[src/sv/tbm_pkg.sv]
// Shared types and codes of the typed bracket matcher.
// Depends on nothing; every other file of the block but tbm_ram uses it.

package tbm_pkg;

    // Token class codes on the input.
    localparam logic [1:0] CLS_OPEN  = 2'd1;
    localparam logic [1:0] CLS_CLOSE = 2'd2;

    // Decoded operation handed from the front to the back.
    typedef enum logic [1:0] {
        OP_OTHER = 2'd0,
        OP_PUSH  = 2'd1,
        OP_POP   = 2'd2
    } tbm_op_kind_t;

    // Error codes of a result.
    typedef enum logic [2:0] {
        ERR_NONE     = 3'd0,
        ERR_MISMATCH = 3'd1,
        ERR_NO_OPEN  = 3'd2,
        ERR_UNCLOSED = 3'd3,
        ERR_OVERFLOW = 3'd4
    } tbm_err_t;

    // One request after classification, with its token index.
    typedef struct packed {
        tbm_op_kind_t op;
        logic [1:0]   kind;
        logic [15:0]  offset;
        logic [15:0]  index;
        logic         last;
    } tbm_op_t;

    // One stacked opening bracket.
    typedef struct packed {
        logic [1:0]  kind;
        logic [15:0] offset;
        logic [15:0] index;
    } tbm_entry_t;

    // One result.
    typedef struct packed {
        logic        pair_valid;
        logic [15:0] open_index;
        logic [15:0] close_index;
        tbm_err_t    error_code;
        logic [15:0] error_offset;
        logic [15:0] error_index;
        logic        sequence_done;
    } tbm_result_t;

    // Back-end activity, for checking.
    typedef struct packed {
        logic fire;
        logic last;
    } tbm_status_t;

endpackage

[src/sv/tbm_ram.sv]
// Generic single-write, single-read RAM with registered read data.
// Depends on nothing.

module tbm_ram #(
    parameter int WIDTH = 34,
    parameter int DEPTH = 64
) (
    input  logic                     aclk,
    input  logic                     we,
    input  logic [$clog2(DEPTH)-1:0] waddr,
    input  logic [WIDTH-1:0]         wdata,
    input  logic [$clog2(DEPTH)-1:0] raddr,
    output logic [WIDTH-1:0]         rdata
);

    logic [WIDTH-1:0] mem [DEPTH];

    // Write port and registered read port; a read of the address being
    // written returns the old contents.
    always_ff @(posedge aclk) begin
        if (we) begin
            mem[waddr] <= wdata;
        end
        rdata <= mem[raddr];
    end

endmodule

[src/sv/tbm_front.sv]
// Front end: accepts tokens, numbers them and decodes their class.
// Depends on tbm_pkg.

module tbm_front #(
    parameter int INDEX_BITS = 16
) (
    input  logic             aclk,
    input  logic             aresetn,
    input  logic             s_tvalid,
    output logic             s_tready,
    input  logic [15:0]      s_tdata,   // [15:0] source_offset
    input  logic [3:0]       s_tuser,   // [1:0] token_class, [3:2] bracket_kind
    input  logic             s_tlast,   // last_token
    input  logic             q_ready,
    output logic             q_push,
    output tbm_pkg::tbm_op_t q_op
);

    logic [INDEX_BITS-1:0]    pos_reg;
    logic [INDEX_BITS-1:0]    pos_next;
    logic [INDEX_BITS+15:0]   pos_ext;
    logic                     accept;

    assign s_tready = q_ready;
    assign accept   = s_tvalid && q_ready;
    assign q_push   = accept;

    // Token counter; the last token of a sequence restarts it.
    always_comb begin
        pos_next = pos_reg;
        if (accept) begin
            pos_next = s_tlast ? '0 : pos_reg + 1'b1;
        end
    end

    always_ff @(posedge aclk) begin
        if (!aresetn) begin
            pos_reg <= '0;
        end else begin
            pos_reg <= pos_next;
        end
    end

    // Index fields show the low 16 bits of the counter.
    assign pos_ext = {16'b0, pos_reg};

    // Classify the token; unknown classes count as other tokens.
    always_comb begin
        case (s_tuser[1:0])
            tbm_pkg::CLS_OPEN:  q_op.op = tbm_pkg::OP_PUSH;
            tbm_pkg::CLS_CLOSE: q_op.op = tbm_pkg::OP_POP;
            default:            q_op.op = tbm_pkg::OP_OTHER;
        endcase
        q_op.kind   = s_tuser[3:2];
        q_op.offset = s_tdata;
        q_op.index  = pos_ext[15:0];
        q_op.last   = s_tlast;
    end

endmodule

[src/sv/tbm_queue.sv]
// Two-entry queue of decoded requests between front and back.
// Depends on tbm_pkg.

module tbm_queue (
    input  logic             aclk,
    input  logic             aresetn,
    input  logic             push,
    input  tbm_pkg::tbm_op_t push_op,
    output logic             ready,
    input  logic             pop,
    output logic             valid,
    output tbm_pkg::tbm_op_t head_op
);

    tbm_pkg::tbm_op_t slot_reg [2];
    logic             wr_ptr_reg;
    logic             rd_ptr_reg;
    logic [1:0]       level_reg;
    logic [1:0]       level_next;

    assign ready   = (level_reg != 2'd2);
    assign valid   = (level_reg != 2'd0);
    assign head_op = slot_reg[rd_ptr_reg];

    // Fill level follows pushes and pops.
    always_comb begin
        level_next = level_reg;
        case ({push, pop})
            2'b10:   level_next = level_reg + 2'd1;
            2'b01:   level_next = level_reg - 2'd1;
            default: level_next = level_reg;
        endcase
    end

    always_ff @(posedge aclk) begin
        if (!aresetn) begin
            wr_ptr_reg <= 1'b0;
            rd_ptr_reg <= 1'b0;
            level_reg  <= 2'd0;
        end else begin
            level_reg <= level_next;
            if (push) begin
                wr_ptr_reg <= ~wr_ptr_reg;
            end
            if (pop) begin
                rd_ptr_reg <= ~rd_ptr_reg;
            end
        end
    end

    // Payload slots need no reset.
    always_ff @(posedge aclk) begin
        if (push) begin
            slot_reg[wr_ptr_reg] <= push_op;
        end
    end

endmodule

[src/sv/tbm_back.sv]
// Back end: carries out pushes and pops on the bracket stack and
// registers one result per request. Depends on tbm_pkg and tbm_ram.

module tbm_back #(
    parameter int STACK_DEPTH = 64
) (
    input  logic                             aclk,
    input  logic                             aresetn,
    input  logic                             q_valid,
    input  tbm_pkg::tbm_op_t                 q_op,
    output logic                             q_pop,
    output logic                             m_tvalid,
    input  logic                             m_tready,
    output tbm_pkg::tbm_result_t             m_result,
    output logic [$clog2(STACK_DEPTH+1)-1:0] stack_level,
    output tbm_pkg::tbm_status_t             status
);

    localparam int AW = $clog2(STACK_DEPTH);
    localparam int CW = $clog2(STACK_DEPTH + 1);
    localparam int EW = $bits(tbm_pkg::tbm_entry_t);

    // The top entry lives in registers, entries below it in the RAM; the RAM
    // output or a forwarded write holds the entry just under the top.
    logic [CW-1:0]        count_reg, count_next;
    logic                 err_seen_reg, err_seen_next;
    tbm_pkg::tbm_entry_t  top_reg, top_next;
    logic                 fwd_reg, fwd_next;
    logic [EW-1:0]        fwd_data_reg;
    logic                 valid_reg, valid_next;
    tbm_pkg::tbm_result_t res_reg, res_next;

    logic                 fire;
    logic                 we;
    logic [AW-1:0]        waddr;
    logic [AW-1:0]        raddr;
    logic [EW-1:0]        rdata;
    tbm_pkg::tbm_entry_t  second;
    tbm_pkg::tbm_entry_t  new_entry;
    logic                 err_now;

    tbm_ram #(
        .WIDTH (EW),
        .DEPTH (STACK_DEPTH)
    ) u_stack_ram (
        .aclk  (aclk),
        .we    (we),
        .waddr (waddr),
        .wdata (top_reg),
        .raddr (raddr),
        .rdata (rdata)
    );

    // A request is carried out when the output register can take its result.
    assign fire  = q_valid && (!valid_reg || m_tready);
    assign q_pop = fire;

    assign second    = fwd_reg ? tbm_pkg::tbm_entry_t'(fwd_data_reg)
                               : tbm_pkg::tbm_entry_t'(rdata);
    assign waddr     = AW'(count_reg - CW'(1));
    assign raddr     = AW'(count_next - CW'(2));
    assign new_entry = '{kind: q_op.kind, offset: q_op.offset, index: q_op.index};

    // Stack operation and result of the request at the queue head.
    always_comb begin
        count_next    = count_reg;
        err_seen_next = err_seen_reg;
        top_next      = top_reg;
        we            = 1'b0;
        err_now       = 1'b0;
        res_next      = res_reg;
        if (fire) begin
            res_next = '0;
            res_next.sequence_done = q_op.last;
            if (!err_seen_reg) begin
                case (q_op.op)
                    tbm_pkg::OP_PUSH: begin
                        if (count_reg == CW'(STACK_DEPTH)) begin
                            err_now              = 1'b1;
                            res_next.error_code  = tbm_pkg::ERR_OVERFLOW;
                        end else begin
                            we         = (count_reg != '0);
                            top_next   = new_entry;
                            count_next = count_reg + CW'(1);
                        end
                    end
                    tbm_pkg::OP_POP: begin
                        if (count_reg == '0) begin
                            err_now             = 1'b1;
                            res_next.error_code = tbm_pkg::ERR_NO_OPEN;
                        end else if (top_reg.kind != q_op.kind) begin
                            err_now             = 1'b1;
                            res_next.error_code = tbm_pkg::ERR_MISMATCH;
                        end else begin
                            res_next.pair_valid  = 1'b1;
                            res_next.open_index  = top_reg.index;
                            res_next.close_index = q_op.index;
                            top_next             = second;
                            count_next           = count_reg - CW'(1);
                        end
                    end
                    default: begin
                    end
                endcase
                if (err_now) begin
                    err_seen_next         = 1'b1;
                    res_next.error_offset = q_op.offset;
                    res_next.error_index  = q_op.index;
                end
                // An opener still stacked at the end of a sequence.
                if (q_op.last && !err_now && count_next != '0) begin
                    res_next.error_code   = tbm_pkg::ERR_UNCLOSED;
                    res_next.error_offset = top_next.offset;
                    res_next.error_index  = top_next.index;
                end
            end
            if (q_op.last) begin
                count_next    = '0;
                err_seen_next = 1'b0;
            end
        end
    end

    // Forward a write that lands on the address read in the same cycle.
    assign fwd_next = we && (waddr == raddr);

    // Output register state.
    always_comb begin
        valid_next = valid_reg;
        if (fire) begin
            valid_next = 1'b1;
        end else if (m_tready) begin
            valid_next = 1'b0;
        end
    end

    always_ff @(posedge aclk) begin
        if (!aresetn) begin
            count_reg    <= '0;
            err_seen_reg <= 1'b0;
            fwd_reg      <= 1'b0;
            valid_reg    <= 1'b0;
        end else begin
            count_reg    <= count_next;
            err_seen_reg <= err_seen_next;
            fwd_reg      <= fwd_next;
            valid_reg    <= valid_next;
        end
    end

    // Payload registers.
    always_ff @(posedge aclk) begin
        top_reg      <= top_next;
        fwd_data_reg <= top_reg;
        res_reg      <= res_next;
    end

    assign m_tvalid    = valid_reg;
    assign m_result    = res_reg;
    assign stack_level = count_reg;
    assign status      = '{fire: fire, last: q_op.last};

endmodule

[src/sv/typed_bracket_matcher.sv]
// Top level of the typed bracket matcher: front end, request queue and
// stack back end. Depends on tbm_pkg, tbm_front, tbm_queue and tbm_back.
//
//  Channel  Ports          Carries
//  input    s_t*           tuser: class, kind; tdata: offset; tlast: last token
//  result   m_t*           tuser: pair flag; tdata: indexes, error; tlast: done
//
// One token is accepted per cycle while the queue has room, and one result
// follows per token. With no stall a token's request is registered in the
// queue and is then carried out into the output register, which presents
// its result.
// The stack's top entry sits in registers and the entry below it is read
// ahead from a RAM, so pushes and pops can follow back to back.
// Reset is synchronous and active low; no clearing pass is needed.
// A stalled result holds the back end; the two-entry queue lets the front
// keep taking tokens until it fills.

module typed_bracket_matcher #(
    parameter int STACK_DEPTH = 64,
    parameter int INDEX_BITS  = 16
) (
    input  logic        aclk,
    input  logic        aresetn,
    input  logic        s_tvalid,
    output logic        s_tready,
    input  logic [15:0] s_tdata,   // [15:0] source_offset
    input  logic [3:0]  s_tuser,   // [1:0] token_class, [3:2] bracket_kind
    input  logic        s_tlast,   // last_token
    output logic        m_tvalid,
    input  logic        m_tready,
    output logic [71:0] m_tdata,   // [15:0] open_index, [31:16] close_index,
                                   // [34:32] error_code, [50:35] error_offset,
                                   // [66:51] error_index, [71:67] zero
    output logic        m_tuser,   // pair_valid
    output logic        m_tlast    // sequence_done
);

    localparam int CW = $clog2(STACK_DEPTH + 1);

    logic                 q_ready;
    logic                 q_push;
    tbm_pkg::tbm_op_t     q_in_op;
    logic                 q_valid;
    logic                 q_pop;
    tbm_pkg::tbm_op_t     q_head_op;
    tbm_pkg::tbm_result_t result;
    logic [CW-1:0]        stack_level;
    tbm_pkg::tbm_status_t status;

    tbm_front #(
        .INDEX_BITS (INDEX_BITS)
    ) u_front (
        .aclk     (aclk),
        .aresetn  (aresetn),
        .s_tvalid (s_tvalid),
        .s_tready (s_tready),
        .s_tdata  (s_tdata),
        .s_tuser  (s_tuser),
        .s_tlast  (s_tlast),
        .q_ready  (q_ready),
        .q_push   (q_push),
        .q_op     (q_in_op)
    );

    tbm_queue u_queue (
        .aclk    (aclk),
        .aresetn (aresetn),
        .push    (q_push),
        .push_op (q_in_op),
        .ready   (q_ready),
        .pop     (q_pop),
        .valid   (q_valid),
        .head_op (q_head_op)
    );

    tbm_back #(
        .STACK_DEPTH (STACK_DEPTH)
    ) u_back (
        .aclk        (aclk),
        .aresetn     (aresetn),
        .q_valid     (q_valid),
        .q_op        (q_head_op),
        .q_pop       (q_pop),
        .m_tvalid    (m_tvalid),
        .m_tready    (m_tready),
        .m_result    (result),
        .stack_level (stack_level),
        .status      (status)
    );

    // Pack the result onto the stream.
    assign m_tdata = {5'b0, result.error_index, result.error_offset,
                      result.error_code, result.close_index, result.open_index};
    assign m_tuser = result.pair_valid;
    assign m_tlast = result.sequence_done;

    // The stack never holds more than its depth.
    assert property (@(posedge aclk) disable iff (!aresetn)
        stack_level <= CW'(STACK_DEPTH))
        else $error("stack level beyond depth");

    // The end of a sequence empties the stack.
    assert property (@(posedge aclk) disable iff (!aresetn)
        status.fire && status.last |=> stack_level == '0)
        else $error("stack not empty after last token");

    // A matched pair before the last token never carries an error.
    assert property (@(posedge aclk) disable iff (!aresetn)
        m_tvalid && m_tuser && !m_tlast |-> result.error_code == tbm_pkg::ERR_NONE)
        else $error("pair result with error code");

endmodule
[config.mk]
export PLATFORM = sky130hd
export DESIGN_NAME = typed_bracket_matcher
export DESIGN_NICKNAME = d
export VERILOG_FILES = /design/src/sv/tbm_pkg.sv /design/src/sv/tbm_ram.sv /design/src/sv/tbm_front.sv /design/src/sv/tbm_queue.sv /design/src/sv/tbm_back.sv /design/src/sv/typed_bracket_matcher.sv
export SDC_FILE = /design/constraint.sdc
export NUM_CORES = 2
export LEC_CHECK = 0
export BUFFER_PORTS_ARGS = -buffer_cell sky130_fd_sc_hd__buf_4
export CAP_MARGIN = 10
export CORE_ASPECT_RATIO = 1.2
export CORE_UTILIZATION = 60
export CTS_BUF_LIST = sky130_fd_sc_hd__clkbuf_2
export CTS_CLUSTER_SIZE = 20
export DETAILED_ROUTE_END_ITERATION = 10
export GPL_ROUTABILITY_DRIVEN = 0
export PLACE_DENSITY = 0.78
export SLEW_MARGIN = 0
export SYNTH_ARGS = -nofsm -noshare
export SYNTH_HDL_FRONTEND = slang
export SYNTH_SLANG_ARGS = --single-unit
export TNS_END_PERCENT = 10
[constraint.sdc]
create_clock -name aclk -period 12.08 [get_ports aclk]
set_input_delay 2.416 -clock aclk [delete_from_list [all_inputs] [get_ports aclk]]
set_output_delay 2.416 -clock aclk [all_outputs]
set_load 0.02 [all_outputs]
==> summary.txt <==
Setup path
  • Critical Path, Cell by Cell: buf_4 > mux2i_1 > inv_1 > ha_1 > nand2b_1 > a21oi_1 > nand3_1 > o211ai_1 > a22o_4 > inv_2 > ha_1 > inv_1 > nor3_1 > o211a_1 > or4_1 > buf_4 > nor2_4 > buf_4 > a32oi_1 > nand4_1 > nand4_1 > a221o_1
  • CP most frequent cell: buf_4
  • Crit path depth: 22
  • Max incr delay on CP: approximately 0.93 ns
  • CP bufs+invs: 6
  • Crit end category: flop
  • Top delay family on crit path: simple AND/OR/NAND/NOR gates
  • Reg2Reg Depth: 22
  • R2R Setup Slk: 3.07 ns
  • CP max FO: 52
  • CP required: 13.87 ns
  • WS Path Type: reg2reg
  • Critical path's slowest cell: nor2_4
  • Crit path arrival time: 10.80 ns
  • CP Launch Type: flop

Final layout
  • Post-layout net count: 6993
  • Final core occ: 65.97%
  • Most common cell after layout, fill and taps aside: edfxtp_1
  • Most frequent cells in the layout: 2353 x edfxtp_1, 1613 x nand2_1, 849 x clkbuf_2
  • Filler cells: about 11k
  • Layout cells sized above 1: 18.10%
  • Max FFs per register: 2176
  • Area grow syn2layout: 9.031%

Synth
  • Primary FF master, synth: edfxtp_1
  • Yosys cell types: 74
  • Yosys reg bits: 2452
  • Mapped Area: 0.09484 mm^2
  • Number of flops mapped to enable cells by yosys: 2353
  • Synth warnings: 0
  • Post-synthesis sequential area ratio: 76.59%
  • Syn Inst Count: 6527
  • Async SR Flop Fraction: 0%
  • Syn Area/Cell: 14.53 um^2

Die
  • Initial core utilization: 60.50%
  • Core area: about 0.16 mm^2
  • Die H: around 440 um
  • Die ar.: about 0.16 mm^2
  • # IOs: 101
  • # rows: 159
  • Die W: 364.9 um

STA
  • Setup Viol. Count Final: 0
  • F_max: 111.0 MHz
  • Tcrit/Tclk final: between 70 and 80%
  • Worst Tran Pin Value: ~1.4 ns
  • Max-slew headroom: 9.100%
  • Slack of the critical path: approximately 3.1 ns
  • RSZ-0062 raised after global routing: false
  • Endpoints failing hold: 0
  • Clock skew: 0.1636 ns
  • Sum Neg Setup Slack: 0 ns
  • Fin crit period: 9.008 ns
  • Slew Limit Fails: 0

Status
  • Status: complete, but fails checks
  • Failing checks: DRC

Detailed routing
  • Routed WL per cell: ~29 um
  • DR vias: 61.94k
  • Vias per Instance: 6.542
  • DRT Pass-1 Iters: 10
  • DRC Markers: 2
  • Post-Route WL: 270300 um
  • DRT iter0 DRCs: around 11k
  • Antenna-violating nets left: 0

Global routing
  • First-pass GRT wire length: 385500 um
  • Vias in the first global route: 60.25k
  • Initial antenna violation count: 17
  • GR Overflow Total: 0
  • Pin count of the biggest net entering global routing: 183
  • Total Routing Usage GR: between 30 and 40%

Clock tree
  • Htree depth: 6
  • CTS tree: yes
  • CTS root buffer: clkbuf_2
  • Post_cts resized: 0
  • Clock sinks: 2452
  • TritonCTS buffer count: 563
  • Worst-Skew Late Latency: between 1.5 and 2 ns
  • CTS Buffer Depth: 4
  • Post-CTS setup buffer count: 0
  • Worst-path clk slew: 0.10 ns
  • Hold buffer count at CTS: 0

Pwr
  • Power Dens Cells: 236.5 mW/mm^2
  • Lkg Pwr: ~36 nW
  • Peak VDD IR: 0.2262 mV

Min path
  • Worst hold path class: reg2reg
  • Hold path depth: 0

Place
  • Post-place setup slack: about 3.0 ns
  • Port Buffers: 95
  • HPWL after DPL: 141900 um

Job
  • Max-cap violations: 0
==> layout make-up <==
class	instances	area [um^2]	share of cell area [%]
antenna	7	17.52	0.01694
clock buffer	849	4249	4.109
clock inverter	124	747.0	0.7223
inverter	18	67.56	0.06534
multi-input combinational	3664	21010	20.31
sequential	2452	72640	70.25
tap	2093	2619	2.532
timing repair buffer	262	2062	1.994
==> cells in the mapped netlist, types with 3 or more instances <==
cell	count	area, um^2
a22oi_1	44	330.3
o21ai_0	43	215.2
o211ai_1	6	45.04
o21ai_1	6	30.03
a31oi_1	3	18.77
nand2b_1	4	25.02
or3_1	6	37.54
and2_1	20	125.1
and3_1	9	56.30
nand4_1	245	1533
buf_1	18	67.56
edfxtp_1	2353	70660
xnor2_1	15	131.4
nor2_1	199	747.0
nor4_1	4	25.02
nand2_1	1613	6055
nand3_1	734	3674
dfxtp_1	99	1982
nor3_1	13	65.06
a32oi_1	173	1515
nor2_4	3	33.78
or4_1	3	22.52
a221o_1	42	420.4
buf_4	20	150.1
a21oi_1	45	225.2
nor2b_1	4	25.02
a211oi_2	5	62.56
mux2i_1	231	2312
xor2_1	13	113.9
a21o_1	4	30.03
buf_2	141	705.7
inv_1	16	60.06
o22ai_1	21	131.4
mux2_2	8	90.09
or2_2	4	25.02
o221ai_1	6	52.55
mux4_2	68	1531
clkbuf_1	217	814.5
a22o_1	19	166.4
ha_1	7	87.58
==> worst register-to-register path: stages, from the launching register on <==
cell	delay, ns
dfxtp_2	0.32
buf_4	0.53
mux2i_1	0.36
inv_1	0.09
ha_1	0.53
nand2b_1	0.28
a21oi_1	0.25
nand3_1	0.71
o211ai_1	0.56
a22o_4	0.59
inv_2	0.10
ha_1	0.26
inv_1	0.12
nor3_1	0.07
o211a_1	0.20
or4_1	0.52
buf_4	0.31
nor2_4	0.94
buf_4	0.78
a32oi_1	0.28
nand4_1	0.16
nand4_1	0.53
a221o_1	0.49
==> path summary, 6_finish.rpt <==
kind                                   start                                   end
min          u_front.pos_reg[0]$_SDFFE_PN0P_      u_queue.slot_reg[0][1]$_DFFE_PP_
max                                     flop  u_back.u_stack_ram.rdata[16]$_DFF_P_
min reg2reg  u_front.pos_reg[0]$_SDFFE_PN0P_      u_queue.slot_reg[0][1]$_DFFE_PP_
max reg2reg                             flop  u_back.u_stack_ram.rdata[16]$_DFF_P_
==> power breakdown <==
| part | leakage [nW] | switching [mW] | internal [mW] |
|---|---|---|---|
| Clock | 3.92 | 3.12 | 2.07 |
| Sequential | 22.1 | 0.301 | 10.8 |
| Combinational | 9.72 | 6.03 | 2.15 |
| Total | 35.8 | 9.45 | 15.0 |
==> per-layer routing <==
layer | track usage, % | wire (um)
met5 | 0 | 22
met4 | 22.56 | 20180
met3 | 8.598 | 38880
met2 | 51.47 | 123000
met1 | 42.47 | 88200
==> metrics by stage <==
stage | area [um^2] | power [mW] | hold WS, ns | cells
after floorplan | 94860 | 16.32 | 0.4345 | 6531
after global placement | 98360 | 18.96 | 0.4754 | 8487
after detailed placement | 98360 | 19.19 | 0.4950 | 8487
after CTS | 103400 | 24.21 | 0.5088 | 9460
after global routing | 103400 | 25.31 | 0.5316 | 9463
final | 103400 | 24.46 | 0.5194 | 9469
==> kinds of logic after synthesis <==
group,share of synthesized area [%]
simple gates,13.22
flops,76.59
compound gates,3.715
buf+inv,1.915
mux,4.177
xor+xnor,0.2929
fa+ha+maj,0.09234
other cells,0.003954
Power figures use the tool's default switching activity.
